`config.mk`:
```
export PLATFORM = sky130hd
export DESIGN_NAME = nd_window_address_generator
export DESIGN_NICKNAME = d
export VERILOG_FILES = /design/src/hdl/ndwag_pkg.sv /design/src/hdl/ndwag_ctrl.sv /design/src/hdl/ndwag_datapath.sv /design/src/hdl/nd_window_address_generator.sv
export SDC_FILE = /design/constraint.sdc
export NUM_CORES = 2
export LEC_CHECK = 0
export BUFFER_PORTS_ARGS = -buffer_cell sky130_fd_sc_hd__buf_2
export CORE_MARGIN = 2
export CORE_UTILIZATION = 60
export CTS_CLUSTER_SIZE = 28
export DETAILED_ROUTE_END_ITERATION = 8
export PLACE_DENSITY_LB_ADDON = 0.12
export SETUP_SLACK_MARGIN = 0.5
export SYNTH_ARGS = -nofsm -noshare
export SYNTH_HDL_FRONTEND = slang
export SYNTH_SLANG_ARGS = --single-unit
```
`constraint.sdc`:
```
create_clock -name clk_i -period 10.8 [get_ports clk_i]
set_input_delay 1.08 -clock clk_i [delete_from_list [all_inputs] [get_ports clk_i]]
set_output_delay 1.08 -clock clk_i [all_outputs]
set_load 0.01 [all_outputs]
```
`src/hdl/ndwag_pkg.sv`:
```
`default_nettype none

package ndwag_pkg;

  localparam int unsigned DATA_W     = 64;
  localparam int unsigned HALF_W     = 32;
  localparam int unsigned EB_W       = 9;
  localparam int unsigned CFG_IDX_W  = 2;
  localparam int unsigned IN_TDATA_W = 8;

  localparam logic [CFG_IDX_W-1:0] CFG_EXTENTS  = 2'd0;
  localparam logic [CFG_IDX_W-1:0] CFG_WIN_BEG  = 2'd1;
  localparam logic [CFG_IDX_W-1:0] CFG_WIN_END  = 2'd2;
  localparam logic [CFG_IDX_W-1:0] CFG_ELEM_SZ  = 2'd3;

  localparam logic [DATA_W-1:0] EXTENTS_RST = 64'h0001_0001_0001_0001;
  localparam logic [EB_W-1:0]   ELEM_SZ_RST = 9'd1;

  typedef enum logic [1:0] {
    ST_IDLE,
    ST_MUL_LO,
    ST_MUL_HI,
    ST_FINISH
  } state_e;

  typedef struct packed {
    logic accept;
    logic restart;
    logic do_lo;
    logic do_hi;
    logic finish;
  } cmd_t;

  typedef struct packed {
    logic exhausted;
    logic last_step;
  } sts_t;

endpackage

`default_nettype wire

```
`src/hdl/ndwag_ctrl.sv`:
```
`default_nettype none

module ndwag_ctrl (
  input  wire               clk_i,
  input  wire               rst_ni,
  input  wire               in_valid_i,
  output logic              in_ready_o,
  input  wire               restart_i,
  output logic              out_valid_o,
  input  wire               out_ready_i,
  input  ndwag_pkg::sts_t   sts_i,
  output ndwag_pkg::cmd_t   cmd_o
);
  import ndwag_pkg::*;

  state_e state_q, state_d;
  logic   ovalid_q, ovalid_d;

  always_ff @(posedge clk_i or negedge rst_ni) begin
    if (!rst_ni) begin
      state_q  <= ST_IDLE;
      ovalid_q <= 1'b0;
    end else begin
      state_q  <= state_d;
      ovalid_q <= ovalid_d;
    end
  end

  always_comb begin
    state_d    = state_q;
    cmd_o      = '0;
    in_ready_o = 1'b0;
    ovalid_d   = ovalid_q;
    if (ovalid_q && out_ready_i) begin
      ovalid_d = 1'b0;
    end
    case (state_q)
      ST_IDLE: begin
        in_ready_o = 1'b1;
        if (in_valid_i) begin
          cmd_o.accept  = 1'b1;
          cmd_o.restart = restart_i;
          if (restart_i || !sts_i.exhausted) begin
            state_d = ST_MUL_LO;
          end else begin
            state_d = ST_FINISH;
          end
        end
      end
      ST_MUL_LO: begin
        cmd_o.do_lo = 1'b1;
        state_d     = ST_MUL_HI;
      end
      ST_MUL_HI: begin
        cmd_o.do_hi = 1'b1;
        if (sts_i.last_step) begin
          state_d = ST_FINISH;
        end else begin
          state_d = ST_MUL_LO;
        end
      end
      ST_FINISH: begin
        if (!ovalid_q || out_ready_i) begin
          cmd_o.finish = 1'b1;
          ovalid_d     = 1'b1;
          state_d      = ST_IDLE;
        end
      end
      default: begin
        state_d = ST_IDLE;
      end
    endcase
  end

  assign out_valid_o = ovalid_q;

endmodule

`default_nettype wire

```
`src/hdl/ndwag_datapath.sv`:
```
`default_nettype none

module ndwag_datapath #(
  parameter int unsigned MAX_DIMS   = 4,
  parameter int unsigned COORD_BITS = 16
) (
  input  wire                                    clk_i,
  input  wire                                    rst_ni,
  input  wire                                    cfg_we_i,
  input  wire [ndwag_pkg::CFG_IDX_W-1:0]         cfg_index_i,
  input  wire [ndwag_pkg::DATA_W-1:0]            cfg_data_i,
  input  ndwag_pkg::cmd_t                        cmd_i,
  output ndwag_pkg::sts_t                        sts_o,
  output logic [ndwag_pkg::DATA_W-1:0]           offset_o,
  output logic                                   last_o,
  output logic                                   done_o
);
  import ndwag_pkg::*;

  localparam int unsigned CNT_W  = $clog2(MAX_DIMS + 1);
  localparam int unsigned DIM_IW = (MAX_DIMS > 1) ? $clog2(MAX_DIMS) : 1;

  logic [DATA_W-1:0] ext_q, beg_q, end_q;
  logic [EB_W-1:0]   eb_q;

  logic [COORD_BITS-1:0] ext_w [MAX_DIMS];
  logic [COORD_BITS-1:0] beg_w [MAX_DIMS];
  logic [COORD_BITS-1:0] end_w [MAX_DIMS];

  logic [COORD_BITS-1:0] pos_q [MAX_DIMS];
  logic [COORD_BITS-1:0] pos_nx [MAX_DIMS];
  logic                  exh_q;
  logic                  wrap_all;
  logic                  is_last;

  logic [CNT_W-1:0]    k_q;
  logic [DIM_IW-1:0]   k_idx;
  logic                k_in_dims;
  logic [DATA_W-1:0]   acc_q;
  logic [DATA_W-1:0]   lo_q;
  logic [HALF_W-1:0]   mul_a, mul_b;
  logic [DATA_W-1:0]   prod;
  logic [DATA_W-1:0]   addend;

  logic [DATA_W-1:0] offset_q;
  logic              last_q, done_q;

  always_ff @(posedge clk_i or negedge rst_ni) begin
    if (!rst_ni) begin
      ext_q <= EXTENTS_RST;
      beg_q <= '0;
      end_q <= '0;
      eb_q  <= ELEM_SZ_RST;
    end else if (cfg_we_i) begin
      case (cfg_index_i)
        CFG_EXTENTS: ext_q <= cfg_data_i;
        CFG_WIN_BEG: beg_q <= cfg_data_i;
        CFG_WIN_END: end_q <= cfg_data_i;
        CFG_ELEM_SZ: eb_q  <= cfg_data_i[EB_W-1:0];
        default: ;
      endcase
    end
  end

  for (genvar g = 0; g < MAX_DIMS; g++) begin : g_field
    localparam int unsigned SH = (MAX_DIMS - 1 - g) * COORD_BITS;
    if (SH >= DATA_W) begin : g_zero
      assign ext_w[g] = '0;
      assign beg_w[g] = '0;
      assign end_w[g] = '0;
    end else begin : g_sel
      logic [DATA_W-1:0] ext_sh, beg_sh, end_sh;
      assign ext_sh   = ext_q >> SH;
      assign beg_sh   = beg_q >> SH;
      assign end_sh   = end_q >> SH;
      assign ext_w[g] = ext_sh[COORD_BITS-1:0];
      assign beg_w[g] = beg_sh[COORD_BITS-1:0];
      assign end_w[g] = end_sh[COORD_BITS-1:0];
    end
  end

  always_comb begin
    logic carry;
    carry   = 1'b1;
    is_last = 1'b1;
    for (int i = MAX_DIMS - 1; i >= 0; i--) begin
      if (pos_q[i] < end_w[i]) begin
        is_last = 1'b0;
      end
      if (carry) begin
        if (pos_q[i] < end_w[i]) begin
          pos_nx[i] = pos_q[i] + COORD_BITS'(1);
          carry     = 1'b0;
        end else begin
          pos_nx[i] = beg_w[i];
        end
      end else begin
        pos_nx[i] = pos_q[i];
      end
    end
    wrap_all = carry;
  end

  always_ff @(posedge clk_i or negedge rst_ni) begin
    if (!rst_ni) begin
      for (int i = 0; i < MAX_DIMS; i++) begin
        pos_q[i] <= '0;
      end
      exh_q <= 1'b0;
    end else if (cmd_i.accept && cmd_i.restart) begin
      for (int i = 0; i < MAX_DIMS; i++) begin
        pos_q[i] <= beg_w[i];
      end
      exh_q <= 1'b0;
    end else if (cmd_i.finish && !exh_q) begin
      for (int i = 0; i < MAX_DIMS; i++) begin
        pos_q[i] <= pos_nx[i];
      end
      exh_q <= wrap_all;
    end
  end

  // Horner form: acc = acc * extent[k] + pos[k] per dimension, then one
  // final pass multiplies by the element size. Each pass runs the shared
  // 32x32 multiplier twice, low half of acc first.
  assign k_in_dims = (k_q < CNT_W'(MAX_DIMS));
  assign k_idx     = k_q[DIM_IW-1:0];

  always_comb begin
    if (k_in_dims) begin
      mul_b  = HALF_W'(ext_w[k_idx]);
      addend = DATA_W'(pos_q[k_idx]);
    end else begin
      mul_b  = HALF_W'(eb_q);
      addend = '0;
    end
    mul_a = cmd_i.do_hi ? acc_q[DATA_W-1:HALF_W] : acc_q[HALF_W-1:0];
    prod  = DATA_W'(mul_a) * DATA_W'(mul_b);
  end

  always_ff @(posedge clk_i or negedge rst_ni) begin
    if (!rst_ni) begin
      k_q <= '0;
    end else if (cmd_i.accept) begin
      k_q <= '0;
    end else if (cmd_i.do_hi && !sts_o.last_step) begin
      k_q <= k_q + CNT_W'(1);
    end
  end

  always_ff @(posedge clk_i) begin
    if (cmd_i.accept) begin
      acc_q <= '0;
    end else if (cmd_i.do_hi) begin
      acc_q <= lo_q + {prod[HALF_W-1:0], {HALF_W{1'b0}}} + addend;
    end
    if (cmd_i.do_lo) begin
      lo_q <= prod;
    end
    if (cmd_i.finish) begin
      offset_q <= exh_q ? '0 : acc_q;
      last_q   <= is_last && !exh_q;
      done_q   <= exh_q;
    end
  end

  assign sts_o.exhausted = exh_q;
  assign sts_o.last_step = (k_q == CNT_W'(MAX_DIMS));
  assign offset_o        = offset_q;
  assign last_o          = last_q;
  assign done_o          = done_q;

endmodule

`default_nettype wire

```
`src/hdl/nd_window_address_generator.sv`:
```
// A walking item passes a low and a high multiply state for each dimension and for the
// element size, on the single shared 32x32 multiplier; an exhausted-window item skips
// them. Both register their result in the finish state, which waits while the output
// holds an untaken result. A new item is taken only in idle, once the last one's is registered.
// Reset (asynchronous, active low) restores the register reset values, puts the
// position at zero in every dimension and clears the exhausted flag.
`default_nettype none

module nd_window_address_generator #(
  parameter int unsigned MAX_DIMS   = 4,
  parameter int unsigned COORD_BITS = 16
) (
  input  wire                                  clk_i,
  input  wire                                  rst_ni,
  input  wire                                  s_axis_tvalid,
  output logic                                 s_axis_tready,
  input  wire [ndwag_pkg::IN_TDATA_W-1:0]      s_axis_tdata,   // [0] restart
  output logic                                 m_axis_tvalid,
  input  wire                                  m_axis_tready,
  output logic [ndwag_pkg::DATA_W-1:0]         m_axis_tdata,   // [63:0] byte_offset
  output logic                                 m_axis_tlast,
  output logic                                 m_axis_tuser,   // [0] done_res
  input  wire                                  cfg_valid_i,
  output logic                                 cfg_ready_o,
  input  wire [ndwag_pkg::CFG_IDX_W-1:0]       cfg_index_i,
  input  wire [ndwag_pkg::DATA_W-1:0]          cfg_data_i
);
  import ndwag_pkg::*;

  cmd_t cmd;
  sts_t sts;

  assign cfg_ready_o = 1'b1;

  ndwag_ctrl u_ctrl (
    .clk_i       (clk_i),
    .rst_ni      (rst_ni),
    .in_valid_i  (s_axis_tvalid),
    .in_ready_o  (s_axis_tready),
    .restart_i   (s_axis_tdata[0]),
    .out_valid_o (m_axis_tvalid),
    .out_ready_i (m_axis_tready),
    .sts_i       (sts),
    .cmd_o       (cmd)
  );

  ndwag_datapath #(
    .MAX_DIMS   (MAX_DIMS),
    .COORD_BITS (COORD_BITS)
  ) u_dp (
    .clk_i       (clk_i),
    .rst_ni      (rst_ni),
    .cfg_we_i    (cfg_valid_i && cfg_ready_o),
    .cfg_index_i (cfg_index_i),
    .cfg_data_i  (cfg_data_i),
    .cmd_i       (cmd),
    .sts_o       (sts),
    .offset_o    (m_axis_tdata),
    .last_o      (m_axis_tlast),
    .done_o      (m_axis_tuser)
  );

endmodule

`default_nettype wire

```
After elaboration in Yosys (flattened, before gate mapping)
Cells that the tools add are included.
{ "totals": {"reg_bits": 466, "output_inout_bits": 69, "elab_cells": 112, "input_bits": 79} }
{ "op_classes": {"n_addsub": 7, "n_eq_ne": 10, "bitwise": 1, "n_mul": 1, "n_mux": 46, "magnitude_cmp": 6, "reduce_logical": 24} }
{ "op_table": {"columns": ["operator", "count"], "rows": [
  ["2-to-1 mux 16 bit", 13],
  ["2-to-1 mux 64 bit", 2],
  ["adder 16 x 1 -> 16 bit, second input constant", 4],
  ["adder 64 x 16 -> 64 bit", 1],
  ["adder 64 bit", 1],
  ["binary-select mux 16 bit (select 2 bit)", 2],
  ["less-than comparator 16 bit", 4],
  ["multiplier 32 x 16 -> 48 bit", 1],
  ["2-to-1 mux 32 bit", 1],
  ["2-to-1 mux 1 bit", 19],
  ["AND reduction 2 bit", 8],
  ["2-to-1 mux 2 bit", 6],
  ["== test 2 bit, second input constant", 4],
  ["case mux 2 bit (4 select lines)", 1],
  ["nonzero test 2 bit", 4],
  ["2-to-1 mux 3 bit", 2],
  ["logical AND 1 bit", 5],
  ["== test 2 x 1 -> 1 bit, second input constant", 2],
  ["zero test 2 bit", 2],
  ["inequality test 2 bit, second input constant", 2],
  ["adder 3 x 1 -> 3 bit, second input constant", 1],
  ["== test 3 bit, second input constant", 1],
  ["greater-or-equal comparator 3 bit, second input constant", 1],
  ["zero test 1 bit", 3],
  ["other kinds (4)", 5]
]} }

Logic depth before layout (Yosys ltp)
{ "depth": {"depth_word": 8, "depth_mapped": 38} }

Cells and area by module
A second synthesis with hierarchy kept.
{ "unflattened": {"hier_cells": 3907, "hier_area_um2": 38916.1} }
{ "modules_own_cells": {"columns": ["mod", "instances", "cells_per_inst", "area_each_um2"], "rows": [
  ["ndwag_datapath", 1, 3886, 38719.6],
  ["ndwag_ctrl", 1, 19, 185.2],
  ["nd_window_address_generator", 1, 2, 11.3]
]} }

Worst setup path before layout
No wires, ideal clock.
{ "synth_timing": {"kind": "register to register", "startpoint": "register u_dp.k_q[0]", "endpoint": "register u_dp.lo_q[47], data pin", "arrival_ns": 8.008, "setup_slack_ns": 2.533, "stages_incl_launch_ff": 30, "t_required_ns": 10.540, "n_path_buf": 5, "cell_sequence": "dfrtp_1 -> clkbuf_1 -> clkbuf_1 -> buf_1 -> a211o_1 -> clkbuf_1 -> nor2_1 -> fa_1 -> inv_1 -> fa_1 -> inv_1 -> fa_1 -> fa_1 -> fa_1 -> inv_1 -> fa_1 -> inv_1 -> ha_1 -> clkbuf_1 -> nand3_1 -> o31a_1 -> o221ai_2 -> a41oi_2 -> nor4_1 -> or3_1 -> a31o_1 -> or4b_1 -> a41o_1 -> a21oi_2 -> xnor2_1"} }
{ "synth_via": {"elab_chain_len": 6, "word_cells_on_any_way": 7} }
{ "synth_rtl": {"columns": ["item", "line", "rtl"], "rows": [
  ["start, declared", "ndwag_datapath.sv:36", "logic [CNT_W-1:0] k_q;"],
  ["start signal, assigned", "ndwag_datapath.sv:147", "k_q <= k_q + CNT_W'(1);"],
  ["inverter 2 -> 3 bit (implied by the code)", "ndwag_datapath.sv:131", "mul_b = HALF_W'(ext_w[k_idx]);"],
  ["binary-select mux 16 bit (select 2 bit)", "ndwag_datapath.sv:131", null],
  ["2-to-1 mux 16 bit (implied by the code) (2 in series)", "ndwag_datapath.sv:131", null],
  ["2-to-1 mux 16 bit *", "ndwag_datapath.sv:130", "if (k_in_dims) begin"],
  ["multiplier 32 x 16 -> 48 bit *", "ndwag_datapath.sv:138", "prod = DATA_W'(mul_a) * DATA_W'(mul_b);"],
  ["net u_dp.prod[47]", "ndwag_datapath.sv:42", "logic [DATA_W-1:0] prod;"],
  ["end signal, assigned", "ndwag_datapath.sv:158", "lo_q <= prod;"],
  ["end, declared", "ndwag_datapath.sv:40", "logic [DATA_W-1:0] lo_q;"]
]} }
The timed path passes the listed nets; every way through them passes the cells marked *. The select of a mux whose other input is x is not followed.
A chain may end at the register's enable or synchronous reset.

Worst setup path in the final report
{ "layout_timing": {"startpoint": "register u_dp.k_q[1]", "endpoint": "register u_dp.lo_q[47], data pin"} }
Same word-level chain as after synthesis.

==> out/qor.yml <==
detailed_routing:
  drc_errors: 0
  wirelength_um: 108600
  num_vias: 29310
  dr.pass1.iters: 6
  wire_per_inst_um: 21.97
  postRouteAntennaNets: 0
  via_per_inst: 5.929
  drt-initial-drc-count: 2962
clock_tree:
  clockRootBuffer: "clkbuf_16"
  insertion_delay_ns: 0.60
  holdBufCountCts: 0
  cts_tree: "built"
  post_cts_resize_count: 0
  post_cts_buffers: 0
  path_clk_slew_ns: 0.06
  cts_max_level: 2
  numCtsBuffers: 48
  clkSinkCount: 450
  ctsLongestPathBuffers: 3
place:
  place_area_um2: 40110
  port_buffers: 139
  hpwlAfterDp_um: 85480
  routabilityCongestion: 0.9816
sta:
  finalMaxSlewViolations: 0
  finalCritPeriodShare_pct: 88.60
  fin_crit_ns: 9.568
  final.setup.tns_ns: 0
  hold_slack_ns: 0.4762
  rsz0062_at_grt: "no"
  worst_pin_slew_ns: 1.327
  timing_hold_violations_final: 0
  max_freq_mhz: 104.5
  setup-violations-final: 0
  max-slew-margin-rel_pct: 9.035
  fin_skew_ns: 0.02570
status:
  status: "finished clean"
yosys:
  syn-num-nets: 4712
  yosysSeqAreaShare_pct: 29.87
  ys_warn_count: 0
  synth_edf_count: 114
  syn_area_um2: 38550
  synth-main-ff-cell: "dfrtp_1"
  synth.area.top_cells: "fa_1 (22%), dfrtp_1 (17%), edfxtp_1 (8.9%)"
  avgSynthCellArea_um2: 9.648
  ys_async_sr_fraction_pct: 60.44
  netlist_instances: 3996
  ys_types: 88
  synth_top_cell_by_area: "fa_1"
  synth_seq_cells: 450
  synth_top_area_share_pct: 21.76
worst_setup_path:
  cp-start-kind: "flop"
  path_max_fanout: 40
  end_kind: "flop"
  r2r_start: "u_dp.k_q[1]$_DFFE_PN0P_"
  criticalPathCategory: "reg -> reg"
  worstSetupStartpoint: "u_dp.k_q[1]$_DFFE_PN0P_"
  cp.arrival_ns: 9.88
  worstPathRequired_ns: 11.11
global_route:
  grt_use_total_pct: 33.57
  grt_start_max_net_pins: 97
  antenna_found_initial: 7
  grt_pass1_wl_um: 169700
  grt_pass1_vias: 28640
  overflow: 0
final_layout:
  layout_commonest_cell: "nand2_1"
  area_delta_synth_final_pct: 8.357
  drive_above_1_share_pct: 13.64
  final_area_um2: 41770
  final_cell_mix: "nand2_1 (615), inv_1 (538), fa_1 (419), dfrtp_1 (263), nor2_1 (257)"
  nNetsFinal: 4769
floorplanning:
  fp.dieH_um: 257.5
  core_area_um2: 63310
  ios: 148
  die_w_um: 257.5
  start_util_pct: 60.89
  row_count: 92
  die-area_um2: 66300
flow_run:
  maxCapViolCount: 0
hold_path:
  hp-start: "u_dp.acc_q[35]$_SDFFE_PP0P_"
  hp-class: "reg -> reg"
-- metrics by stage --
step	setup WS (ns)	instances	util (%)
3_3_place_gp	1.468	4849	63.36
6_report	1.232	4943	65.98
3_5_place_dp	1.456	4849	63.36
5_1_grt	0.8353	4938	65.96
2_1_floorplan	2.533	3996	-
4_1_cts	1.408	4937	65.96
-- path summary, 6_finish.rpt --
kind / slack, ns / to / cells past startpoint
min reg2reg: 0.48 / u_dp.acc_q[35]$_SDFFE_PP0P_ / 2
max reg2reg: 1.23 / u_dp.lo_q[47]$_DFFE_PP_ / 27
min in group asynchronous: 0.50 / u_dp.end_q[21]$_DFFE_PN0P_ / 1
max in group asynchronous: 8.28 / u_dp.beg_q[63]$_DFFE_PN0P_ / 3
max: 1.23 / u_dp.lo_q[47]$_DFFE_PP_ / 27
min: 0.48 / u_dp.acc_q[35]$_SDFFE_PP0P_ / 2
-- registers in the layout, summed over array words and instances, names as in the netlist, 2 cells and up --
register,flops
u_dp.k_q,3
u_dp.lo_q,48
u_dp.ext_q,64
u_dp.beg_q,64
u_dp.offset_o,64
u_dp.pos_q,64
u_ctrl.state_q,2
u_dp.acc_q,64
u_dp.end_q,64
u_dp.eb_q,9
-- final cells by class --
| cell class | count | area (um2) |
|---|---|---|
| clock inverters | 22 | 297.8 |
| well taps | 846 | 1059 |
| inverters | 539 | 2023 |
| clock buffers | 66 | 1350 |
| fillers | 5206 | 21540 |
| flip-flops and latches | 450 | 11520 |
| multi-input cells | 2814 | 24340 |
| diodes | 6 | 15.01 |
| repair buffers | 200 | 1164 |
-- critical path, stage by stage, from the launching register on --
cell	delay, ns
dfrtp_2	0.99
buf_4	0.35
mux4_2	0.23
mux2_2	0.64
nand2_1	0.21
fa_1	0.58
inv_1	0.06
fa_1	0.53
inv_1	0.05
fa_1	0.51
inv_1	0.06
fa_1	0.49
fa_1	0.49
inv_1	0.05
fa_1	0.55
inv_1	0.07
ha_1	0.44
a21o_1	0.22
a31oi_2	0.24
o21ai_1	0.09
a31oi_1	0.24
o211ai_1	0.13
or3_1	0.48
a31o_1	0.29
or4b_1	0.52
a41o_1	0.24
a21oi_2	0.15
xnor2_1	0.33
-- synthesized netlist by cell type, types with 4 or more instances --
library cell	count
nand2_1	615
inv_1	539
fa_1	419
dfrtp_1	267
nor2_1	259
ha_1	218
a21oi_1	211
mux2_2	210
clkbuf_1	168
o21ai_0	126
edfxtp_1	114
nor2b_1	103
nand3_1	77
dfxtp_1	64
xnor2_1	56
xor2_1	50
a21o_1	49
and2_1	41
a211oi_1	34
nand4_1	34
nand2b_1	29
and3_1	27
mux2i_1	27
mux4_2	25
o21a_1	22
nor3_1	18
buf_1	15
o22ai_1	15
a31oi_1	9
a211o_1	8
and4_1	8
o211ai_1	8
or3_1	8
buf_2	7
nor4_1	7
o21bai_1	7
o31ai_1	7
nand3b_1	6
o21ai_1	6
dfstp_2	5
a21oi_2	4
or2_2	4
-- cells by family (layout without fill, tap and decap cells) --
family / after synthesis / count (layout) / share of synthesized area, %
other cells: 1 / 7 / 0.009727
mux: 263 / 263 / 8.325
compound gates: 553 / 553 / 8.795
flops: 450 / 450 / 29.87
fa+ha+maj: 637 / 637 / 28.83
buf+inv: 732 / 827 / 7.198
simple gates: 1253 / 1253 / 14.51
xor+xnor: 107 / 107 / 2.450
-- routing by layer --
metal,wire (um),global-route usage (%)
met1,46260,49.36
met2,46950,49.58
met3,12490,8.875
met4,2841,8.654
met5,53,0
Power is left out: the tool's default activity adds up to more than one toggle a clock period on the data nets, which glitch-free logic cannot reach.
